===== src/sv/adbk_pkg.sv =====
`timescale 1ns / 1ps

package adbk_pkg;

  // Default number of key event slots in the event queue.
  localparam int QUEUE_DEPTH_DEFAULT = 16;

  // Bus request codes carried in req_type.
  typedef enum logic [2:0] {
    REQ_KEY_EVENT = 3'd0,
    REQ_TALK_R0   = 3'd1,
    REQ_TALK_R2   = 3'd2,
    REQ_LISTEN_R2 = 3'd3,
    REQ_TALK_R3   = 3'd4,
    REQ_LISTEN_R3 = 3'd5
  } req_code_t;

  // Second listen byte codes for register 3.
  localparam logic [7:0] R3_MOVE         = 8'h00;
  localparam logic [7:0] R3_HANDLER_STD  = 8'h01;
  localparam logic [7:0] R3_HANDLER_EXT  = 8'h02;
  localparam logic [7:0] R3_GUARDED_MOVE = 8'hFE;

  // Handler id that reports the right-hand modifier keys as themselves.
  localparam logic [7:0] HANDLER_RIGHT_KEYS = 8'h03;

  localparam logic [3:0] RESET_ADDRESS = 4'h2;
  localparam logic [7:0] RESET_HANDLER = 8'h02;

  // Low nibble of the first talk register 3 byte.
  localparam logic [3:0] R3_STATUS_NIBBLE = 4'h3;
  localparam logic [7:0] PAD_BYTE         = 8'hFF;
  localparam logic [1:0] LISTEN_FULL      = 2'd2;

  localparam logic [6:0] KEY_CTRL        = 7'h36;
  localparam logic [6:0] KEY_SHIFT       = 7'h38;
  localparam logic [6:0] KEY_OPTION      = 7'h3A;
  localparam logic [6:0] KEY_RIGHT_SHIFT = 7'h7B;
  localparam logic [6:0] KEY_RIGHT_OPT   = 7'h7C;
  localparam logic [6:0] KEY_RIGHT_CTRL  = 7'h7D;

  typedef struct packed {
    logic [2:0] req_type;
    logic [6:0] key_code;
    logic       key_up;
    logic [7:0] listen_hi;
    logic [7:0] listen_lo;
    logic [1:0] listen_count;
    logic       collision;
  } req_t;

  typedef struct packed {
    logic       replied;
    logic [7:0] reply_hi;
    logic [7:0] reply_lo;
    logic       service_request;
    logic       event_dropped;
  } rsp_t;

  // Occupancy flags of the event queue.
  typedef struct packed {
    logic empty;
    logic full;
    logic two;   // at least two events
    logic many;  // more than two events
  } q_status_t;

  // Turns a stored event into a reply byte, folding the right-hand modifiers
  // onto their left codes unless the handler keeps them apart.
  function automatic logic [7:0] map_event(input logic [7:0] raw, input logic keep_right);
    logic [6:0] code;
    code = raw[6:0];
    if (!keep_right) begin
      if (code == KEY_RIGHT_CTRL) begin
        code = KEY_CTRL;
      end else if (code == KEY_RIGHT_SHIFT) begin
        code = KEY_SHIFT;
      end else if (code == KEY_RIGHT_OPT) begin
        code = KEY_OPTION;
      end
    end
    return {raw[7], code};
  endfunction

endpackage


===== src/sv/adbk_if.sv =====
`timescale 1ns / 1ps

// Request channel: key events and bus commands.
interface adbk_req_if;
  logic          valid;
  logic          ready;
  adbk_pkg::req_t data;

  modport source (output valid, output data, input ready);
  modport sink (input valid, input data, output ready);
endinterface

// Response channel: one word per request.
interface adbk_rsp_if;
  logic          valid;
  logic          ready;
  adbk_pkg::rsp_t data;

  modport source (output valid, output data, input ready);
  modport sink (input valid, input data, output ready);
endinterface


===== src/sv/adb_keyboard_device.sv =====
`timescale 1ns / 1ps

// Channel  Role    Payload                                          Accepted when
// -------  ------  -----------------------------------------------  -----------------------
// req      sink    req_type, key_code, key_up, listen_hi/lo,        req.valid & req.ready
//                  listen_count, collision
// rsp      source  replied, reply_hi, reply_lo, service_request,    rsp.valid & rsp.ready
//                  event_dropped
//
// Every request word yields exactly one response word, in the cycle after it is
// accepted. The device takes one request word per cycle while no response is
// stalled; the rate is set by the single response register, which frees in the
// same cycle it is taken. rst is synchronous: the queue empties, the address and
// handler return to two, LEDs and service request clear. Queue storage itself is
// not cleared. While a response word is stalled, req.ready stays low.
module adb_keyboard_device #(
  parameter int QUEUE_DEPTH = adbk_pkg::QUEUE_DEPTH_DEFAULT
) (
  input logic         clk,
  input logic         rst,
  adbk_req_if.sink    req,
  adbk_rsp_if.source  rsp
);

  // Device registers.
  logic [3:0] bus_address;
  logic [7:0] handler_id;
  logic       srq_pending;
  logic [2:0] led_bits;

  logic [3:0] bus_address_next;
  logic [7:0] handler_id_next;
  logic       srq_pending_next;
  logic [2:0] led_bits_next;

  // Response stage. For a talk to register 0 the reply bytes come from the
  // queue read registers and are finished on the way out.
  logic           rsp_valid;
  adbk_pkg::rsp_t rsp_word;
  logic           rsp_pop;
  logic           rsp_two;
  logic           rsp_keep_right;

  adbk_pkg::rsp_t rsp_word_next;
  logic           accept;
  logic           push;
  logic           pop;
  adbk_pkg::q_status_t q_status;
  logic [7:0]     rd_first;
  logic [7:0]     rd_second;
  adbk_pkg::rsp_t rsp_out;

  assign req.ready = !rsp_valid || rsp.ready;
  assign accept    = req.valid && req.ready;

  adbk_queue #(
    .DEPTH (QUEUE_DEPTH)
  ) u_queue (
    .clk       (clk),
    .rst       (rst),
    .push      (push),
    .push_data ({req.data.key_up, req.data.key_code}),
    .pop       (pop),
    .status    (q_status),
    .rd_first  (rd_first),
    .rd_second (rd_second)
  );

  // Decode the request and work out the next register values and the
  // immediate part of the response.
  always_comb begin
    adbk_pkg::req_code_t code;
    code             = adbk_pkg::req_code_t'(req.data.req_type);
    bus_address_next = bus_address;
    handler_id_next  = handler_id;
    srq_pending_next = srq_pending;
    led_bits_next    = led_bits;
    push             = 1'b0;
    pop              = 1'b0;
    rsp_word_next    = '0;

    unique case (code)
      adbk_pkg::REQ_KEY_EVENT: begin
        if (q_status.full) begin
          rsp_word_next.event_dropped = 1'b1;
        end else begin
          push = accept;
          if (q_status.empty) begin
            srq_pending_next = 1'b1;
          end
        end
      end
      adbk_pkg::REQ_TALK_R0: begin
        if (!q_status.empty) begin
          pop                   = accept;
          rsp_word_next.replied = 1'b1;
          // Up to two events leave, so the queue drains unless more remain.
          if (!q_status.many) begin
            srq_pending_next = 1'b0;
          end
        end
      end
      adbk_pkg::REQ_TALK_R2: begin
        rsp_word_next.replied  = 1'b1;
        rsp_word_next.reply_lo = {5'b0, led_bits};
      end
      adbk_pkg::REQ_LISTEN_R2: begin
        if (req.data.listen_count >= adbk_pkg::LISTEN_FULL) begin
          led_bits_next = req.data.listen_lo[2:0];
        end
      end
      adbk_pkg::REQ_TALK_R3: begin
        rsp_word_next.replied  = 1'b1;
        rsp_word_next.reply_hi = {bus_address, adbk_pkg::R3_STATUS_NIBBLE};
        rsp_word_next.reply_lo = handler_id;
      end
      adbk_pkg::REQ_LISTEN_R3: begin
        if (req.data.listen_count >= adbk_pkg::LISTEN_FULL) begin
          priority if (req.data.listen_lo == adbk_pkg::R3_MOVE) begin
            bus_address_next = req.data.listen_hi[3:0];
            srq_pending_next = req.data.listen_hi[5];
          end else if (req.data.listen_lo == adbk_pkg::R3_HANDLER_STD ||
                       req.data.listen_lo == adbk_pkg::R3_HANDLER_EXT) begin
            handler_id_next = req.data.listen_lo;
          end else if (req.data.listen_lo == adbk_pkg::R3_GUARDED_MOVE) begin
            // An address move only sticks when our last reply got through.
            if (!req.data.collision) begin
              bus_address_next = req.data.listen_hi[3:0];
            end
          end else begin
          end
        end
      end
      default: begin
      end
    endcase

    rsp_word_next.service_request = srq_pending_next;
  end

  always_ff @(posedge clk) begin
    if (rst) begin
      bus_address <= adbk_pkg::RESET_ADDRESS;
      handler_id  <= adbk_pkg::RESET_HANDLER;
      srq_pending <= 1'b0;
      led_bits    <= '0;
      rsp_valid   <= 1'b0;
    end else begin
      if (accept) begin
        bus_address <= bus_address_next;
        handler_id  <= handler_id_next;
        srq_pending <= srq_pending_next;
        led_bits    <= led_bits_next;
        rsp_valid   <= 1'b1;
      end else if (rsp.ready) begin
        rsp_valid <= 1'b0;
      end
    end
  end

  always_ff @(posedge clk) begin
    if (accept) begin
      rsp_word       <= rsp_word_next;
      rsp_pop        <= pop;
      rsp_two        <= q_status.two;
      // The key mapping follows the handler in force when the events left.
      rsp_keep_right <= (handler_id == adbk_pkg::HANDLER_RIGHT_KEYS);
    end
  end

  // Finish a register 0 reply from the popped events; a lone event is
  // followed by the pad byte.
  always_comb begin
    rsp_out = rsp_word;
    if (rsp_pop) begin
      rsp_out.reply_hi = adbk_pkg::map_event(rd_first, rsp_keep_right);
      rsp_out.reply_lo = rsp_two ? adbk_pkg::map_event(rd_second, rsp_keep_right)
                                 : adbk_pkg::PAD_BYTE;
    end
  end

  assign rsp.valid = rsp_valid;
  assign rsp.data  = rsp_out;

endmodule


===== src/sv/adbk_queue.sv =====
`timescale 1ns / 1ps

// Circular event queue. A pop takes one or two events at once; the popped
// entries are read into registers at the same edge.
module adbk_queue #(
  parameter int DEPTH = adbk_pkg::QUEUE_DEPTH_DEFAULT
) (
  input  logic                  clk,
  input  logic                  rst,
  input  logic                  push,
  input  logic [7:0]            push_data,
  input  logic                  pop,
  output adbk_pkg::q_status_t   status,
  output logic [7:0]            rd_first,
  output logic [7:0]            rd_second
);

  localparam int AW = $clog2(DEPTH);
  localparam int CW = $clog2(DEPTH + 1);

  logic [7:0]    mem [DEPTH];
  logic [AW-1:0] head;
  logic [AW-1:0] tail;
  logic [CW-1:0] count;
  logic [AW-1:0] head_plus1;
  logic [AW-1:0] head_plus2;
  logic [AW-1:0] tail_plus1;
  logic [CW-1:0] count_next;
  logic [AW-1:0] head_next;

  function automatic logic [AW-1:0] wrap_inc(input logic [AW-1:0] idx);
    return (idx == AW'(DEPTH - 1)) ? '0 : idx + 1'b1;
  endfunction

  assign head_plus1 = wrap_inc(head);
  assign head_plus2 = wrap_inc(head_plus1);
  assign tail_plus1 = wrap_inc(tail);

  assign status.empty = (count == '0);
  assign status.full  = (count == CW'(DEPTH));
  assign status.two   = (count >= CW'(2));
  assign status.many  = (count > CW'(2));

  always_comb begin
    count_next = count;
    head_next  = head;
    if (push) begin
      count_next = count + 1'b1;
    end else if (pop) begin
      count_next = status.two ? count - CW'(2) : count - 1'b1;
      head_next  = status.two ? head_plus2 : head_plus1;
    end
  end

  always_ff @(posedge clk) begin
    if (rst) begin
      head  <= '0;
      tail  <= '0;
      count <= '0;
    end else begin
      head  <= head_next;
      count <= count_next;
      if (push) begin
        tail <= tail_plus1;
      end
    end
  end

  always_ff @(posedge clk) begin
    if (push) begin
      mem[tail] <= push_data;
    end
    if (pop) begin
      rd_first  <= mem[head];
      rd_second <= mem[head_plus1];
    end
  end

endmodule


===== src/flat_wrapper.sv =====
// flat-port wrapper written by rule: the top's interface ports become plain ports
module adb_keyboard_device_flat 
#(
  parameter int QUEUE_DEPTH = adbk_pkg::QUEUE_DEPTH_DEFAULT
)
  (clk, rst, req_valid, req_data, req_ready, rsp_valid, rsp_data, rsp_ready);
  adbk_req_if req_i ();
  adbk_rsp_if rsp_i ();
  input logic clk;
  input logic rst;
  input wire logic [$bits(req_i.valid)-1:0] req_valid;
  input wire logic [$bits(req_i.data)-1:0] req_data;
  output wire logic [$bits(req_i.ready)-1:0] req_ready;
  output wire logic [$bits(rsp_i.valid)-1:0] rsp_valid;
  output wire logic [$bits(rsp_i.data)-1:0] rsp_data;
  input wire logic [$bits(rsp_i.ready)-1:0] rsp_ready;
  assign req_i.valid = req_valid;
  assign req_i.data = req_data;
  assign req_ready = req_i.ready;
  assign rsp_valid = rsp_i.valid;
  assign rsp_data = rsp_i.data;
  assign rsp_i.ready = rsp_ready;
  adb_keyboard_device #(.QUEUE_DEPTH(QUEUE_DEPTH)) u_core (.clk(clk), .rst(rst), .req(req_i), .rsp(rsp_i));
endmodule

===== config.mk =====
export PLATFORM = sky130hd
export DESIGN_NAME = adb_keyboard_device_flat
export DESIGN_NICKNAME = d
export VERILOG_FILES = /design/src/sv/adbk_pkg.sv /design/src/sv/adbk_if.sv /design/src/sv/adb_keyboard_device.sv /design/src/sv/adbk_queue.sv /design/src/flat_wrapper.sv
export SDC_FILE = /design/constraint.sdc
export NUM_CORES = 1
export LEC_CHECK = 0
export BUFFER_PORTS_ARGS = -buffer_cell sky130_fd_sc_hd__buf_2
export CORE_ASPECT_RATIO = 0.7
export CORE_MARGIN = 2
export CORE_UTILIZATION = 61
export DETAILED_ROUTE_END_ITERATION = 12
export HOLD_SLACK_MARGIN = 0.08
export PLACE_DENSITY = 0.78
export SYNTH_ARGS = -nofsm -noshare
export SYNTH_HDL_FRONTEND = slang
export SYNTH_SLANG_ARGS = --single-unit

===== constraint.sdc =====
create_clock -name clk -period 2.9 [get_ports clk]
set_input_delay 0.145 -clock clk [delete_from_list [all_inputs] [get_ports clk]]
set_output_delay 0.145 -clock clk [all_outputs]
set_load 0.02 [all_outputs]

==> flow_results.org <==
** Drt
- Total number of vias :: 6,812
- After detailed routing, the total wire length is approximately 24,000 um.
- After detailed routing, the number of remaining DRC violations is 0.
- The count of nets left with antenna violations once routing finished came out at 0.
- In the routed layout, each cell is associated on average with a via count of 6.80.
- After detailed routing, the average wire length per cell comes to 24.2 um.
- For this block, the initial DRC count from the detailed router was 1,185.
- First-pass iteration count of the detailed router :: 7

** Power and ir drop
- Worst voltage drop across the vdd grid :: between 300 and 400 uV
- Internal portion of total power :: ~0.0043 W
- Clock share of power :: 40.6%
- Leakage power total :: 3.67 nW
- In this run the power density over the cells is 526 nW/um^2.
- Portion of total power attributed to sequential cells :: 53.9%
- Switching share of total power :: 23.5%
- Sw Pwr :: 0.00133 W
- Share of power burned in combinational logic :: ~5.5%

** Clock network
- Clock latency on the worst-skew pair, taken at its later pin, is 0.45 ns.
- The clock net in this run drives a total of 193 sinks.
- Root Buffer :: clkbuf_16
- The number of clock buffers added by TritonCTS is 17.
- Total of cells resized after clock tree synthesis :: 0
- TritonCTS built the clock tree.
- Hold repair after CTS inserted 10 buffers.
- Counting along the longest clock path gives a buffer depth of 2.
- The H-tree was split into 4 levels.
- The number of setup buffers added after CTS is 0.
- Post-CTS clock slew at the launch and capture registers of the worst setup and hold paths :: 0.07 ns

** Global route
- First-pass GRT wire length :: 37,300 um
- For this run the aggregate overflow at the end of global routing stands at 0.
- GR Util All Layers :: roughly 30%
- Largest net degree at the start of global routing :: 30
- Vias in the first global route :: 6,485
- The initial antenna violation count came to 0.

** Worst setup path
- STA puts the critical path data required time at 3.12 ns.
- CP Capture Type :: register
- Terminus of the critical flop-to-flop path :: u_core.u_queue.rd_second[3]
- Crit-path cells :: inv_1 -> ha_1 -> or2b_1 -> o221ai_1 -> a21oi_1 -> a21oi_1 -> a211oi_1
- The setup check on the worst reg-to-reg path leaves a slack of about 0.19 ns.
- The startpoint identified for the worst register-to-register timing path is u_core.u_queue.head[0].
- Crit Path Max Fanout :: 15
- Startpoint class of the critical path :: register
- On the worst path, the slowest cell contributes a delay of between 0.5 and 0.6 ns.
- Worst path slowest cell :: or2b_1
- Worst setup path category :: register to register
- Signal arrival time at the worst endpoint :: just under 3 ns
- The worst register-to-register path has a depth of 7.
- Cell repeated most along the worst path :: a21oi_1

** Yosys
- Averaged over all synthesized cells, the footprint is between 10 and 15 um^2.
- Of all flip-flops after synthesis, the portion carrying an async set or reset was 0%.
- Most common flop cell mapped by yosys :: edfxtp_1
- Of all cell types, the one taking the most synthesized area is edfxtp_1.
- The synthesized netlist occupies a cell area of 9530 um^2.
- Top area cells in the synthesized netlist :: edfxtp_1, mux4_2, dfxtp_1
- Distinct cell type count after synthesis :: 69
- In this run the biggest area consumer among cell types represents approximately half of the synthesized area.
- During synthesis, Yosys emitted a total of 0 warnings.
- The synthesized design contains roughly 160 enable-type register cells.
- Synth Register Bits :: 193
- Net count after synthesis :: 770
- Portion of the post-synthesis area used by sequential elements :: 57.7%
- Syn Inst Count :: a little over 700

** Die
- Count of pins on the block boundary :: 55
- In this run the horizontal extent of the chip is 153 um.
- For this configuration, the core starts out at a cell density of about three fifths.
- Area of the core region :: 15,400 um^2
- After floorplanning, the core was divided into 38 placement rows.
- Die area :: 16,700 um^2
- From bottom edge to top edge, the die measures 109 um.

** STA
- Final critical path time including I/O delays and setup :: roughly 2.7 ns
- For this run, the top clock speed supported by timing is 0.369 GHz.
- Post-route clock skew :: 0.00906 ns
- Final hold vios :: 0
- Slew headroom :: 47.1%
- Setup repair after global routing left no endpoint under its margin.
- Final slew viol count :: 0
- After layout, the worst path uses 93.4% of the clock period.
- Setup total negative slack on the finished layout was measured at 0 ns.
- Setup violations remaining at the end of the flow were counted as 0.
- For the pin with the worst max-slew slack, the measured transition is 0.794 ns.

** Final layout
- Antenna Cells :: 0
- Share of post-route cells with drive strength above 1 :: 22.3%
- Cells fill 69.7% of the core in the end.
- At the end of the flow, the number of nets in the layout was 837.
- Area grow syn2layout :: 12.7%

** Hold path
- Hold crit path type :: input port to register
- Hold-critical path depth :: 1
- Worst Hold Path EP :: u_core.u_queue.mem[13][1]
- Startpoint of the most critical hold path :: req_data[21]

** Place
- Detailed placement ended at an HPWL of 16,500 um.
- Weighted congestion reported at the end of routability-driven placement :: ~0.94
- Total of buffers placed on input and output ports :: 50

** Flow run
- The tool flagged a number of max-cap violations equal to 0.

** Run status
- Run status :: completed
-- final cells by class --
cell class / instances / area [um^2]
Clock buffer: 20 / 460
Clock inverter: 12 / 119
Fill cell: 1046 / 4660
Inverter: 16 / 60.1
Multi-Input combinational cell: 463 / 3720
Sequential cell: 193 / 5500
Tap cell: 200 / 250
Timing Repair Buffer: 98 / 636
-- cell usage after synthesis (3+ instances only) --
cell type	count
o221ai_1	4
o22ai_1	6
o21a_1	3
mux2i_1	11
o31a_1	3
o21ai_0	49
a32oi_1	4
inv_1	16
nor2b_1	9
mux4_1	8
nand3_1	16
clkbuf_1	25
a311oi_1	3
nand4_1	5
nand2b_1	15
ha_1	14
buf_2	11
dfxtp_1	30
nor2_1	56
a21oi_1	29
mux4_2	43
o211ai_1	13
edfxtp_1	163
nand2_1	55
a22oi_1	4
buf_4	8
and3_1	5
mux2_2	5
and2_1	16
a211oi_1	8
nor3_1	13
a211o_1	3
xor2_1	4
xnor2_1	3
nor4_1	3
a31oi_1	13
o22a_1	4
-- power by group through the flow --
stage               Combinational, W  Sequential [W]  Clock [W]
global route                0.000335         0.00305    0.00244
finish                      0.000311         0.00305    0.00230
global placement            0.000278         0.00311          0
floorplan                   0.000183         0.00310          0
CTS                         0.000305         0.00305    0.00231
detailed placement          0.000292         0.00311          0
-- registers in the layout, summed over array words and instances (netlist names) --
register	flops
u_core.u_queue.head	4
u_core.rsp_keep_right	1
u_core.handler_id	8
u_core.rsp.data	3
u_core.u_queue.mem	128
u_core.bus_address	4
u_core.srq_pending	1
u_core.u_queue.rd_second	8
u_core.rsp_word	13
u_core.u_queue.rd_first	8
u_core.led_bits	3
u_core.u_queue.count	5
u_core.rsp_two	1
u_core.rsp.valid	1
u_core.rsp_pop	1
u_core.u_queue.tail	4
-- cell families after synthesis --
group,share of synthesized area (%)
AND/OR/NAND/NOR,10.8
multiplexers,14.1
AO/OA/AOI/OAI,11.4
XOR/XNOR,0.814
buffers and inverters,3.39
flip-flops,57.7
adder cells (fa/ha/maj),1.84
-- per-layer routing --
| metal | routed length, um | share of wire (%) | GRT usage (%) |
|---|---|---|---|
| met2 | 11000 | 45 | 46.0 |
| met1 | 10000 | 41 | 43.7 |
| met5 | 0 | 0 | 0 |
| met4 | 414 | 1.7 | 8.58 |
| met3 | 2880 | 12 | 8.98 |
-- cell usage in the layout (no fill, tap or decap), types with 4 or more instances in the layout --
master / Yosys / final
a32oi_1: 4 / 4
a31oi_1: 13 / 13
o211ai_1: 13 / 13
nand4_1: 5 / 5
inv_6: 0 / 5
ha_1: 14 / 14
mux4_2: 43 / 43
a21oi_1: 29 / 29
and2_1: 16 / 16
buf_4: 8 / 38
clkbuf_16: 0 / 17
o22ai_1: 6 / 6
nand2_1: 55 / 55
mux2_2: 5 / 5
o21ai_0: 49 / 49
nor2b_1: 9 / 9
nand3_1: 16 / 16
a22oi_1: 4 / 4
nand2b_1: 15 / 15
o221ai_1: 4 / 4
a211oi_1: 8 / 8
inv_1: 16 / 16
dlygate4sd3_1: 0 / 10
mux4_1: 8 / 8
mux2i_1: 11 / 11
and3_1: 5 / 5
nor2_1: 56 / 56
dfxtp_1: 30 / 29
o22a_1: 4 / 4
xor2_1: 4 / 4
nor3_1: 13 / 13
buf_2: 11 / 50
edfxtp_1: 163 / 163
-- stage by stage --
stage	total power (W)	cell area [um^2]	hold slack [ns]	instances	worst slack, ns
floorplan	0.00328	9530	0.244	722	0.382
global placement	0.00339	10100	0.352	960	0.464
detailed placement	0.00340	10100	0.356	960	0.403
CTS	0.00566	10700	0.0816	1002	0.319
global route	0.00582	10700	0.0900	1002	0.122
finish	0.00565	10700	0.0959	1002	0.191
-- worst max-delay path by stage --
| stage | cells past startpoint | from | slack (ns) | to |
|---|---|---|---|---|
| floorplan | 8 | u_core.u_queue.head[0] | 0.38 | u_core.u_queue.rd_second[7] |
| global placement | 6 | u_core.u_queue.head[0] | 0.46 | u_core.u_queue.rd_second[1] |
| detailed placement | 7 | u_core.u_queue.head[0] | 0.40 | u_core.u_queue.rd_second[6] |
| CTS | 7 | u_core.u_queue.head[0] | 0.32 | u_core.u_queue.rd_second[3] |
| global route | 7 | u_core.u_queue.head[0] | 0.12 | u_core.u_queue.rd_second[3] |
| finish | 7 | u_core.u_queue.head[0] | 0.19 | u_core.u_queue.rd_second[3] |
-- worst max-delay path, delay by kind of cell (launching register included) --
kind | cells | cell delay, ns
compound gates | 4 | 1.02
simple gates | 1 | 0.56
fa+ha+maj | 1 | 0.46
flops | 1 | 0.37
buf+inv | 1 | 0.08
Note: power is estimated with default switching activity, not from simulation.
